`src/sv/usbcts_pkg.sv`:
```
// Package for the endpoint-zero control transfer stager.
// Word types, transfer context, event/command/phase/error codes.
// No dependencies.
package usbcts_pkg;

	localparam int MaxRes = 3;              // most result words one event yields
	localparam int CntW   = 2;              // holds 0..MaxRes
	localparam logic [6:0] MaxPacketRst = 7'd64;

	// event codes
	localparam logic [2:0] ACT_BUS_RESET  = 3'd0;
	localparam logic [2:0] ACT_SETUP      = 3'd1;
	localparam logic [2:0] ACT_OUT        = 3'd2;
	localparam logic [2:0] ACT_IN_DONE    = 3'd3;
	localparam logic [2:0] ACT_STREAM_TX  = 3'd4;
	localparam logic [2:0] ACT_STREAM_ARM = 3'd5;

	// command codes
	localparam logic [2:0] CMD_TX     = 3'd0;
	localparam logic [2:0] CMD_ARM    = 3'd1;
	localparam logic [2:0] CMD_STALL  = 3'd2;
	localparam logic [2:0] CMD_SABORT = 3'd3;
	localparam logic [2:0] CMD_HDONE  = 3'd4;
	localparam logic [2:0] CMD_SREADY = 3'd5;
	localparam logic [2:0] CMD_SDATA  = 3'd6;
	localparam logic [2:0] CMD_SDONE  = 3'd7;

	// phases
	localparam logic [2:0] PH_IDLE     = 3'd0;
	localparam logic [2:0] PH_TXDATA   = 3'd1;
	localparam logic [2:0] PH_TXMORE   = 3'd2;
	localparam logic [2:0] PH_RXDATA   = 3'd3;
	localparam logic [2:0] PH_TXSTATUS = 3'd4;
	localparam logic [2:0] PH_RXSTATUS = 3'd5;
	localparam logic [2:0] PH_WAIT     = 3'd6;

	// error codes
	localparam logic [2:0] ERR_NONE       = 3'd0;
	localparam logic [2:0] ERR_SETUP_LEN  = 3'd1;
	localparam logic [2:0] ERR_UNRESOLVED = 3'd2;
	localparam logic [2:0] ERR_REJECTED   = 3'd3;
	localparam logic [2:0] ERR_VALIDATION = 3'd4;
	localparam logic [2:0] ERR_TOO_LONG   = 3'd5;
	localparam logic [2:0] ERR_HANDLER    = 3'd6;

	typedef struct packed {
		logic [2:0]  action;
		logic [15:0] pkt_length;
		logic        setup_dir_in;
		logic [15:0] setup_wlength;
		logic        handler_found;
		logic        handler_accepted;
		logic        handler_dir_in;
		logic [15:0] handler_max_length;
		logic        use_streamer;
		logic [6:0]  reply_length;
		logic        handler_error;
	} in_word_t;

	typedef struct packed {
		logic [2:0]  command;
		logic [15:0] cmd_length;
		logic        success;
		logic [2:0]  error_code;
		logic [2:0]  phase_now;
		logic        last;
	} out_word_t;

	// transfer context carried between events
	typedef struct packed {
		logic [2:0]  phase;
		logic [15:0] data_count;
		logic [15:0] saved_length;
		logic        streaming;
		logic        handler_active;
	} ctx_t;

endpackage

```
`src/sv/usb_control_transfer_stager_top.sv`:
```
// Top level of the USB endpoint-zero control transfer stager.
// Depends on usbcts_pkg and usbcts_step.
//
//  channel | signals                     | word type   | direction
//  --------+-----------------------------+-------------+----------
//  events  | in_valid, in_stall, in_word | in_word_t   | in
//  results | out_valid, out_stall,       | out_word_t  | out
//          | out_word                    |             |
//  config  | cfg_we, cfg_wdata           | max_packet  | in
//
// An event is taken into an input register, decoded from there, and its 0..3
// result words are loaded into a small shift list once it is free; the list
// drives the output port one word per cycle while out_stall is low. An event
// with results holds the list until its 1 to 3 words have left; silent events
// retire one per cycle. The list reload (last word leaving) sets the pace.
// arst_n clears the context, max_packet (to 64) and all valid state.
// A stalled output holds the list, which in turn stalls the event input once
// the input register is full.
module usb_control_transfer_stager_top (
	input  logic                  clk,
	input  logic                  arst_n,
	input  logic                  cfg_we,
	input  logic [6:0]            cfg_wdata,
	input  logic                  in_valid,
	output logic                  in_stall,
	input  usbcts_pkg::in_word_t  in_word,
	output logic                  out_valid,
	input  logic                  out_stall,
	output usbcts_pkg::out_word_t out_word
);

	logic [6:0]                                     max_packet_q;
	usbcts_pkg::ctx_t                               ctx_q;
	usbcts_pkg::ctx_t                               ctx_nx;
	logic                                           item_vld_s1;
	usbcts_pkg::in_word_t                           item_s1;
	usbcts_pkg::out_word_t [usbcts_pkg::MaxRes-1:0] res_q;
	logic [usbcts_pkg::CntW-1:0]                    cnt_q;
	usbcts_pkg::out_word_t [usbcts_pkg::MaxRes-1:0] step_res;
	logic [usbcts_pkg::CntW-1:0]                    step_cnt;
	logic                                           take;
	logic                                           list_free;
	logic                                           adv;
	logic                                           accept;

	// config register
	always_ff @(posedge clk or negedge arst_n) begin
		if (!arst_n) begin
			max_packet_q <= usbcts_pkg::MaxPacketRst;
		end else if (cfg_we) begin
			max_packet_q <= cfg_wdata;
		end
	end

	// handshake
	assign take      = out_valid && !out_stall;
	assign list_free = (cnt_q == '0) || (take && cnt_q == usbcts_pkg::CntW'(1));
	assign adv       = item_vld_s1 && list_free;
	assign in_stall  = item_vld_s1 && !list_free;
	assign accept    = in_valid && !in_stall;

	// input register
	always_ff @(posedge clk or negedge arst_n) begin
		if (!arst_n) begin
			item_vld_s1 <= 1'b0;
		end else if (accept) begin
			item_vld_s1 <= 1'b1;
		end else if (adv) begin
			item_vld_s1 <= 1'b0;
		end
	end

	always_ff @(posedge clk) begin
		if (accept) begin
			item_s1 <= in_word;
		end
	end

	usbcts_step u_step (
		.ctx        (ctx_q),
		.item       (item_s1),
		.max_packet (max_packet_q),
		.ctx_nx     (ctx_nx),
		.results    (step_res),
		.count      (step_cnt)
	);

	// context commits when the event's words enter the list
	always_ff @(posedge clk or negedge arst_n) begin
		if (!arst_n) begin
			ctx_q <= '0;
		end else if (adv) begin
			ctx_q <= ctx_nx;
		end
	end

	// result list, head word drives the port
	always_ff @(posedge clk or negedge arst_n) begin
		if (!arst_n) begin
			cnt_q <= '0;
		end else if (adv) begin
			cnt_q <= step_cnt;
		end else if (take) begin
			cnt_q <= cnt_q - 1'b1;
		end
	end

	always_ff @(posedge clk) begin
		if (adv) begin
			res_q <= step_res;
		end else if (take) begin
			for (int k = 0; k < usbcts_pkg::MaxRes - 1; k++) begin
				res_q[k] <= res_q[k+1];
			end
		end
	end

	assign out_valid = (cnt_q != '0);
	assign out_word  = res_q[0];

	// the head word is flagged last exactly when it is the only one left
	a_last_flag: assert property (@(posedge clk) disable iff (!arst_n)
		out_valid |-> (out_word.last == (cnt_q == usbcts_pkg::CntW'(1))))
		else $error("last flag does not match list fill");

	// a taken word that is not last leaves another word behind
	a_more_follow: assert property (@(posedge clk) disable iff (!arst_n)
		(take && !out_word.last) |=> out_valid)
		else $error("result words lost after a non-final word");

	// context only moves when an event is retired
	a_ctx_hold: assert property (@(posedge clk) disable iff (!arst_n)
		!adv |=> $stable(ctx_q))
		else $error("context changed without a retired event");

	// an event with no result leaves the list empty
	a_silent: assert property (@(posedge clk) disable iff (!arst_n)
		(adv && step_cnt == '0) |=> !out_valid)
		else $error("silent event produced output");

endmodule

```
`src/sv/usbcts_step.sv`:
```
// Event decoder for the control transfer stager: one event plus the current
// context gives the next context and up to MaxRes result words.
// Depends on usbcts_pkg.
module usbcts_step (
	input  usbcts_pkg::ctx_t                              ctx,
	input  usbcts_pkg::in_word_t                          item,
	input  logic [6:0]                                    max_packet,
	output usbcts_pkg::ctx_t                              ctx_nx,
	output usbcts_pkg::out_word_t [usbcts_pkg::MaxRes-1:0] results,
	output logic [usbcts_pkg::CntW-1:0]                   count
);

	// one bit wider than the count, for the last-word compare
	localparam int CntW = usbcts_pkg::CntW + 1;

	function automatic usbcts_pkg::out_word_t mk(
		input logic [2:0]  cmd,
		input logic [15:0] len,
		input logic        ok,
		input logic [2:0]  err
	);
		usbcts_pkg::out_word_t w;
		w.command    = cmd;
		w.cmd_length = len;
		w.success    = ok;
		w.error_code = err;
		w.phase_now  = usbcts_pkg::PH_IDLE;
		w.last       = 1'b0;
		return w;
	endfunction

	usbcts_pkg::ctx_t                               nx;
	usbcts_pkg::out_word_t [usbcts_pkg::MaxRes-1:0] res;
	logic [usbcts_pkg::CntW-1:0]                    n;
	logic [2:0]                                     err;
	logic [15:0]                                    mp16;
	logic [15:0]                                    len;
	logic [15:0]                                    room;
	logic [16:0]                                    sum;
	logic                                           ok_dir;

	always_comb begin
		nx     = ctx;
		res    = '0;
		n      = '0;
		err    = usbcts_pkg::ERR_NONE;
		mp16   = {9'd0, max_packet};
		len    = '0;
		room   = '0;
		sum    = '0;
		ok_dir = 1'b0;

		unique case (item.action)
			usbcts_pkg::ACT_BUS_RESET: begin
				nx.phase = usbcts_pkg::PH_IDLE;
				if (nx.streaming) begin
					res[n] = mk(usbcts_pkg::CMD_SABORT, 16'd0, 1'b0, usbcts_pkg::ERR_NONE);
					n = n + 1'b1;
					nx.streaming = 1'b0;
				end
				res[n] = mk(usbcts_pkg::CMD_ARM, 16'd0, 1'b0, usbcts_pkg::ERR_NONE);
				n = n + 1'b1;
			end
			usbcts_pkg::ACT_SETUP: begin
				// drop whoever owned the previous transfer
				if (nx.streaming) begin
					res[n] = mk(usbcts_pkg::CMD_SABORT, 16'd0, 1'b0, usbcts_pkg::ERR_NONE);
					n = n + 1'b1;
					nx.streaming = 1'b0;
				end else if (nx.handler_active) begin
					res[n] = mk(usbcts_pkg::CMD_HDONE, 16'd0, 1'b0, usbcts_pkg::ERR_NONE);
					n = n + 1'b1;
				end
				nx.handler_active = 1'b0;
				nx.phase          = usbcts_pkg::PH_IDLE;
				nx.data_count     = '0;

				if (item.pkt_length != 16'd8) begin
					err = usbcts_pkg::ERR_SETUP_LEN;
				end else begin
					nx.saved_length = item.setup_wlength;
					if (!item.handler_found) begin
						err = usbcts_pkg::ERR_UNRESOLVED;
					end else begin
						nx.handler_active = 1'b1;
						if (!item.handler_accepted) begin
							err = usbcts_pkg::ERR_REJECTED;
						end else begin
							nx.streaming = item.use_streamer;
							ok_dir = (item.handler_dir_in == item.setup_dir_in) &&
								(item.setup_wlength <= item.handler_max_length);
							if (ok_dir && !nx.streaming)
								ok_dir = item.setup_wlength <= mp16;
							if (!ok_dir) begin
								err = usbcts_pkg::ERR_VALIDATION;
							end else if (item.setup_dir_in) begin
								if (nx.streaming) begin
									nx.phase = usbcts_pkg::PH_WAIT;
									res[n] = mk(usbcts_pkg::CMD_SREADY, 16'd0, 1'b0,
										usbcts_pkg::ERR_NONE);
									n = n + 1'b1;
								end else if (item.handler_error) begin
									err = usbcts_pkg::ERR_HANDLER;
								end else begin
									len = {9'd0, item.reply_length};
									if (len > item.setup_wlength) len = item.setup_wlength;
									if (len > mp16) len = mp16;
									res[n] = mk(usbcts_pkg::CMD_TX, len, 1'b0,
										usbcts_pkg::ERR_NONE);
									n = n + 1'b1;
									nx.phase = usbcts_pkg::PH_TXDATA;
								end
							end else if (item.setup_wlength == 16'd0) begin
								if (nx.streaming) begin
									// zero-length streamed OUT: done at once
									res[n] = mk(usbcts_pkg::CMD_SDATA, 16'd0, 1'b0,
										usbcts_pkg::ERR_NONE);
									n = n + 1'b1;
									nx.phase = usbcts_pkg::PH_TXSTATUS;
									res[n] = mk(usbcts_pkg::CMD_TX, 16'd0, 1'b0,
										usbcts_pkg::ERR_NONE);
									n = n + 1'b1;
								end else if (item.handler_error) begin
									err = usbcts_pkg::ERR_HANDLER;
								end else begin
									nx.phase = usbcts_pkg::PH_TXSTATUS;
									res[n] = mk(usbcts_pkg::CMD_TX, 16'd0, 1'b0,
										usbcts_pkg::ERR_NONE);
									n = n + 1'b1;
								end
							end else begin
								nx.phase = usbcts_pkg::PH_RXDATA;
								res[n] = mk(usbcts_pkg::CMD_ARM, 16'd0, 1'b0,
									usbcts_pkg::ERR_NONE);
								n = n + 1'b1;
							end
						end
					end
				end
			end
			usbcts_pkg::ACT_OUT: begin
				if (ctx.phase == usbcts_pkg::PH_RXSTATUS) begin
					if (nx.streaming) begin
						res[n] = mk(usbcts_pkg::CMD_SDONE, 16'd0, 1'b0, usbcts_pkg::ERR_NONE);
						n = n + 1'b1;
						nx.streaming = 1'b0;
					end else if (nx.handler_active) begin
						res[n] = mk(usbcts_pkg::CMD_HDONE, 16'd0, 1'b1, usbcts_pkg::ERR_NONE);
						n = n + 1'b1;
					end
					nx.handler_active = 1'b0;
					nx.phase = usbcts_pkg::PH_IDLE;
					res[n] = mk(usbcts_pkg::CMD_ARM, 16'd0, 1'b0, usbcts_pkg::ERR_NONE);
					n = n + 1'b1;
				end else if (ctx.phase == usbcts_pkg::PH_RXDATA) begin
					if (ctx.streaming) begin
						sum = {1'b0, ctx.data_count} + {1'b0, item.pkt_length};
						if (sum > {1'b0, ctx.saved_length}) begin
							err = usbcts_pkg::ERR_TOO_LONG;
						end else begin
							nx.phase = usbcts_pkg::PH_WAIT;
							nx.data_count = sum[15:0];
							res[n] = mk(usbcts_pkg::CMD_SDATA, item.pkt_length, 1'b0,
								usbcts_pkg::ERR_NONE);
							n = n + 1'b1;
							if (sum[15:0] >= ctx.saved_length) begin
								nx.phase = usbcts_pkg::PH_TXSTATUS;
								res[n] = mk(usbcts_pkg::CMD_TX, 16'd0, 1'b0,
									usbcts_pkg::ERR_NONE);
								n = n + 1'b1;
							end
						end
					end else if (item.handler_error) begin
						err = usbcts_pkg::ERR_HANDLER;
					end else begin
						nx.phase = usbcts_pkg::PH_TXSTATUS;
						res[n] = mk(usbcts_pkg::CMD_TX, 16'd0, 1'b0, usbcts_pkg::ERR_NONE);
						n = n + 1'b1;
					end
				end
			end
			usbcts_pkg::ACT_IN_DONE: begin
				if (ctx.phase == usbcts_pkg::PH_TXSTATUS) begin
					if (nx.streaming) begin
						res[n] = mk(usbcts_pkg::CMD_SDONE, 16'd0, 1'b0, usbcts_pkg::ERR_NONE);
						n = n + 1'b1;
						nx.streaming = 1'b0;
					end else if (nx.handler_active) begin
						res[n] = mk(usbcts_pkg::CMD_HDONE, 16'd0, 1'b1, usbcts_pkg::ERR_NONE);
						n = n + 1'b1;
					end
					nx.handler_active = 1'b0;
					nx.phase = usbcts_pkg::PH_IDLE;
					res[n] = mk(usbcts_pkg::CMD_ARM, 16'd0, 1'b0, usbcts_pkg::ERR_NONE);
					n = n + 1'b1;
				end else if (ctx.phase == usbcts_pkg::PH_TXDATA) begin
					nx.phase = usbcts_pkg::PH_RXSTATUS;
					res[n] = mk(usbcts_pkg::CMD_ARM, 16'd0, 1'b0, usbcts_pkg::ERR_NONE);
					n = n + 1'b1;
				end else if (ctx.phase == usbcts_pkg::PH_TXMORE) begin
					nx.phase = usbcts_pkg::PH_WAIT;
					res[n] = mk(usbcts_pkg::CMD_SREADY, 16'd0, 1'b0, usbcts_pkg::ERR_NONE);
					n = n + 1'b1;
				end
			end
			usbcts_pkg::ACT_STREAM_TX: begin
				if (ctx.streaming && ctx.phase == usbcts_pkg::PH_WAIT) begin
					room = (ctx.saved_length >= ctx.data_count) ?
						ctx.saved_length - ctx.data_count : 16'd0;
					len = item.pkt_length;
					if (len > room) len = room;
					if (len > mp16) len = mp16;
					res[n] = mk(usbcts_pkg::CMD_TX, len, 1'b0, usbcts_pkg::ERR_NONE);
					n = n + 1'b1;
					nx.data_count = ctx.data_count + len;
					if (nx.data_count == ctx.saved_length || len < mp16)
						nx.phase = usbcts_pkg::PH_TXDATA;
					else
						nx.phase = usbcts_pkg::PH_TXMORE;
				end
			end
			usbcts_pkg::ACT_STREAM_ARM: begin
				if (ctx.streaming && ctx.phase == usbcts_pkg::PH_WAIT) begin
					res[n] = mk(usbcts_pkg::CMD_ARM, 16'd0, 1'b0, usbcts_pkg::ERR_NONE);
					n = n + 1'b1;
					nx.phase = usbcts_pkg::PH_RXDATA;
				end
			end
			default: begin
			end
		endcase

		// failure: stall both, then release the owner; OUT stays unarmed
		if (err != usbcts_pkg::ERR_NONE) begin
			nx.phase = usbcts_pkg::PH_IDLE;
			res[n] = mk(usbcts_pkg::CMD_STALL, 16'd0, 1'b0, err);
			n = n + 1'b1;
			if (nx.streaming) begin
				res[n] = mk(usbcts_pkg::CMD_SABORT, 16'd0, 1'b0, usbcts_pkg::ERR_NONE);
				n = n + 1'b1;
				nx.streaming = 1'b0;
			end else if (nx.handler_active) begin
				res[n] = mk(usbcts_pkg::CMD_HDONE, 16'd0, 1'b0, usbcts_pkg::ERR_NONE);
				n = n + 1'b1;
			end
			nx.handler_active = 1'b0;
		end

		for (int k = 0; k < usbcts_pkg::MaxRes; k++) begin
			res[k].phase_now = nx.phase;
			res[k].last      = ({1'b0, n} == CntW'(k + 1)) ? 1'b1 : 1'b0;
		end
	end

	assign ctx_nx  = nx;
	assign results = res;
	assign count   = n;

endmodule

```
`config.mk`:
```
export PLATFORM = sky130hd
export DESIGN_NAME = usb_control_transfer_stager_top
export DESIGN_NICKNAME = d
export VERILOG_FILES = /design/src/sv/usbcts_pkg.sv /design/src/sv/usb_control_transfer_stager_top.sv /design/src/sv/usbcts_step.sv
export SDC_FILE = /design/constraint.sdc
export NUM_CORES = 1
export LEC_CHECK = 0
export ABC_AREA = 1
export BUFFER_PORTS_ARGS = -buffer_cell sky130_fd_sc_hd__buf_2
export CAP_MARGIN = 20
export CELL_PAD_IN_SITES_DETAIL_PLACEMENT = 0
export CELL_PAD_IN_SITES_GLOBAL_PLACEMENT = 2
export CORE_UTILIZATION = 37
export CTS_CLUSTER_DIAMETER = 60
export CTS_CLUSTER_SIZE = 20
export DETAILED_ROUTE_END_ITERATION = 12
export GPL_TIMING_DRIVEN = 1
export PLACE_DENSITY = 0.86
export SYNTH_ARGS = -nofsm -noshare
export SYNTH_HDL_FRONTEND = slang
export SYNTH_SLANG_ARGS = --single-unit
```
`constraint.sdc`:
```
create_clock -name clk -period 9.2 [get_ports clk]
set_clock_uncertainty 0.2 [all_clocks]
set_input_delay 1.38 -clock clk [delete_from_list [all_inputs] [get_ports clk]]
set_output_delay 1.38 -clock clk [all_outputs]
set_load 0.01 [all_outputs]
```
==> results.cfg <==
[drt]
drtPass1Iterations = 5
vias = 10800
vias_per_cell = 4.98
first_iter_violations = 743
ant_nets = 0
drt_wl_total_um = 37000
wl_per_cell_um = 17.0
drcViolationCount = 0

[grt]
grt_start_max_net_pins = 65
grt_util_met2_pct = 32.1
grt_pass1_wl_um = 58600
met3_usage_pct = 4.99
grt_pass1_vias = 10500
antenna_found_initial = 2
top_usage_layer = met2
grt-ovfl-total = 0
grt_util_met1_pct = 31.3
track_usage_pct = 21.4

[pwr]
ir_drop_mv = 0.218
powerDensity_nw_per_um2 = 276
leakagePower_uw = 0.00679

[yosys]
synthTopCellsByArea = edfxtp_1 29%, ha_1 13%, nand2_1 11%, dfrtp_1 8.9%, inv_1 6.5%
synth-seq-cells = 174
synth.cell_area_um2 = 13000
synth_top_area_share_pct = 29.4
ys_warn_count = 0
synth_cell_type_count = 57
ys_seq_area_share_pct = 38.5
async_flop_share_pct = 27.0
synth_edf_count = 127
avgSynthCellArea_um2 = 8.06
synth_largest_area_cell = edfxtp_1
ys.flop_type = edfxtp_1
syn_inst = 1609

[placed_design]
post-place-ws_ns = 0.928
placed_area_um2 = 13900
dp_hpwl_um = 29100
io_buffers = 104
gp_congestion = 0.914

[setup_path]
crit_family = simple AND/OR/NAND/NOR gates
cp_max_fo = 21
worstSetupEndpointType = register
crit_slowest_cell = o21ai_0
path_buf_inv = 3
arrival_ns = 8.17
crit_path_frequent_cell = nand2_1
critical_path.max_stage_delay_ns = 0.44
cp-startpoint = ctx_q[2]
timing.rr.start = ctx_q[2]
start_kind = register
required_ns = 9.20
critPathKind = reg2reg

[die]
dieHeight_um = 189
start_util_pct = 37.5
core_area_um2 = 34500
rows = 68
die_area_um2 = 35800
num_io_pins = 105
die_w_um = 189

[min_path]
hp-start = res_q[30]
hp-class = reg2reg

[timing]
max_freq_mhz = 122
maxSlewHeadroom_pct = 39.9
fin_crit_ns = 8.17
rsz0062_at_grt = false
worst_pin_slew_ns = 0.899
hold_viol = 0
slew_viol_final = 0
setup_slack_ns = 1.03
fin_setup_tns_ns = 0
finalCritPeriodShare_pct = 88.8
finalSetupViolations = 0

[clock_network]
cts_sinks = 174
tritoncts = done
clockBufferDepth = 2
htree_levels = 4
ctsHoldBuffers = 0
clk_latency_ns = 0.45
clk_pin_slew_ns = 0.07
numCtsBuffers = 17
clock-root-buffer = clkbuf_16

[final_layout]
final_core_util_pct = 41.9
synthToLayoutAreaGrowth_pct = 11.6
drive_gt1_share_pct = 12.3
fin_area_um2 = 14500
final_nets = 1920

[job]
max_cap_violations = 0

[run_status]
outcome = complete, no violations
==> area by class of cell <==
type / instances / area [um^2]
antenna: 1 / 2.50
clock buffer: 18 / 429
clock inverter: 14 / 181
fill: 3563 / 20100
inverter: 229 / 865
multi-input combinational: 1167 / 6820
sequential: 174 / 4990
tap: 455 / 569
timing repair buffer: 116 / 611
==> placed cells by master, fill, tap and decap left out, types with 7 or more instances in the layout <==
cell type,n
a21oi_2,7
nand3_1,64
ha_1,136
nor2_1,117
nor3_1,23
o21ai_2,10
xor2_1,31
nand2_1,390
clkbuf_16,17
nand2_2,16
conb_1,16
nand4_1,29
or2_2,8
o211ai_1,7
a22oi_1,12
dfrtp_1,46
buf_4,12
o21a_1,12
nand3b_1,7
o21ai_1,16
o21bai_1,9
inv_1,222
a221oi_1,8
edfxtp_1,127
o21ai_0,94
a21oi_1,96
buf_2,104
==> metal layers <==
layer	wire (um)	share of wire, %	up-vias
met2	15700	42	249
met5	0	0	-
met3	2190	5.9	18
met1	18800	51	4985
li1	-	-	5573
met4	309	0.84	0
==> report_power, final <==
group	switching [uW]	total [uW]	leakage, uW	internal (uW)
combinational	1260	1880	0.00464	626
sequential	164	1350	0.00185	1180
clock	333	767	0.000297	434
total	1750	4000	0.00679	2240
==> flip-flops by register name (all words and copies together) (netlist names) <==
| name | count |
|---|---|
| cnt_q | 2 |
| item_s1 | 64 |
| max_packet_q | 7 |
| out_word | 27 |
| item_vld_s1 | 1 |
| ctx_q | 37 |
| res_q | 36 |
==> path summary, 6_finish.rpt <==
| check | end | slack, ns | cells after the start |
|---|---|---|---|
| setup / recovery | res_q[28] | 1.03 | 47 |
| hold / removal | out_word[3] | 0.32 | 2 |
| setup reg to reg | res_q[28] | 1.03 | 47 |
| hold reg to reg | out_word[3] | 0.32 | 2 |
| max in group asynchronous | ctx_q[26] | 7.44 | 2 |
| min in group asynchronous | item_vld_s1 | 0.85 | 2 |
==> synth_stat cells, types with 12 or more instances <==
| library cell | n |
|---|---|
| o21a_1 | 12 |
| nand4_1 | 29 |
| edfxtp_1 | 127 |
| xor2_1 | 31 |
| a22oi_1 | 12 |
| nor2_1 | 117 |
| buf_4 | 27 |
| inv_1 | 223 |
| nor3_1 | 23 |
| o21ai_0 | 94 |
| dfrtp_1 | 46 |
| clkbuf_1 | 16 |
| ha_1 | 136 |
| nand2_2 | 14 |
| o21ai_1 | 16 |
| nand3_1 | 64 |
| a21oi_1 | 96 |
| nand2_1 | 392 |
==> per-stage QoR <==
step / hold WS [ns] / power (uW) / instances
floorplan: 0.281 / 2750 / 1624
global placement: 0.298 / 3230 / 2141
detailed placement: 0.310 / 3250 / 2141
CTS: 0.328 / 4030 / 2173
global route: 0.350 / 4340 / 2173
finish: 0.323 / 4000 / 2174
==> worst register-to-register path: cells and delay by family, from the launching register on <==
family | cells | cell delay [ns]
DFF | 1 | 0.38
buffers and inverters | 3 | 0.24
AOI/OAI and AO/OA | 7 | 1.65
xor gates and xnor gates | 2 | 0.45
and+or+nand+nor | 29 | 3.42
adders and majority gates | 6 | 1.58
==> cells by family (layout without fill, tap and decap cells) <==
family                     Yosys count  after routing  share of synthesized area [%]
AOI/OAI and AO/OA                  298            298                           13.5
other                                1             17                         0.0289
adders and majority gates          139            139                           13.6
and+or+nand+nor                    679            679                           22.6
DFF                                174            174                           38.5
xor gates and xnor gates            34             34                           2.30
muxes                                1              1                         0.0868
buffers and inverters              283            377                           9.38
==> what timing repair did <==
action / CTS / global route
setup buffers: 0 / 0
gates resized for setup: 0 / 1
endpoints found under the setup margin: 0 / 3
Note: power is estimated with default switching activity, not from simulation.
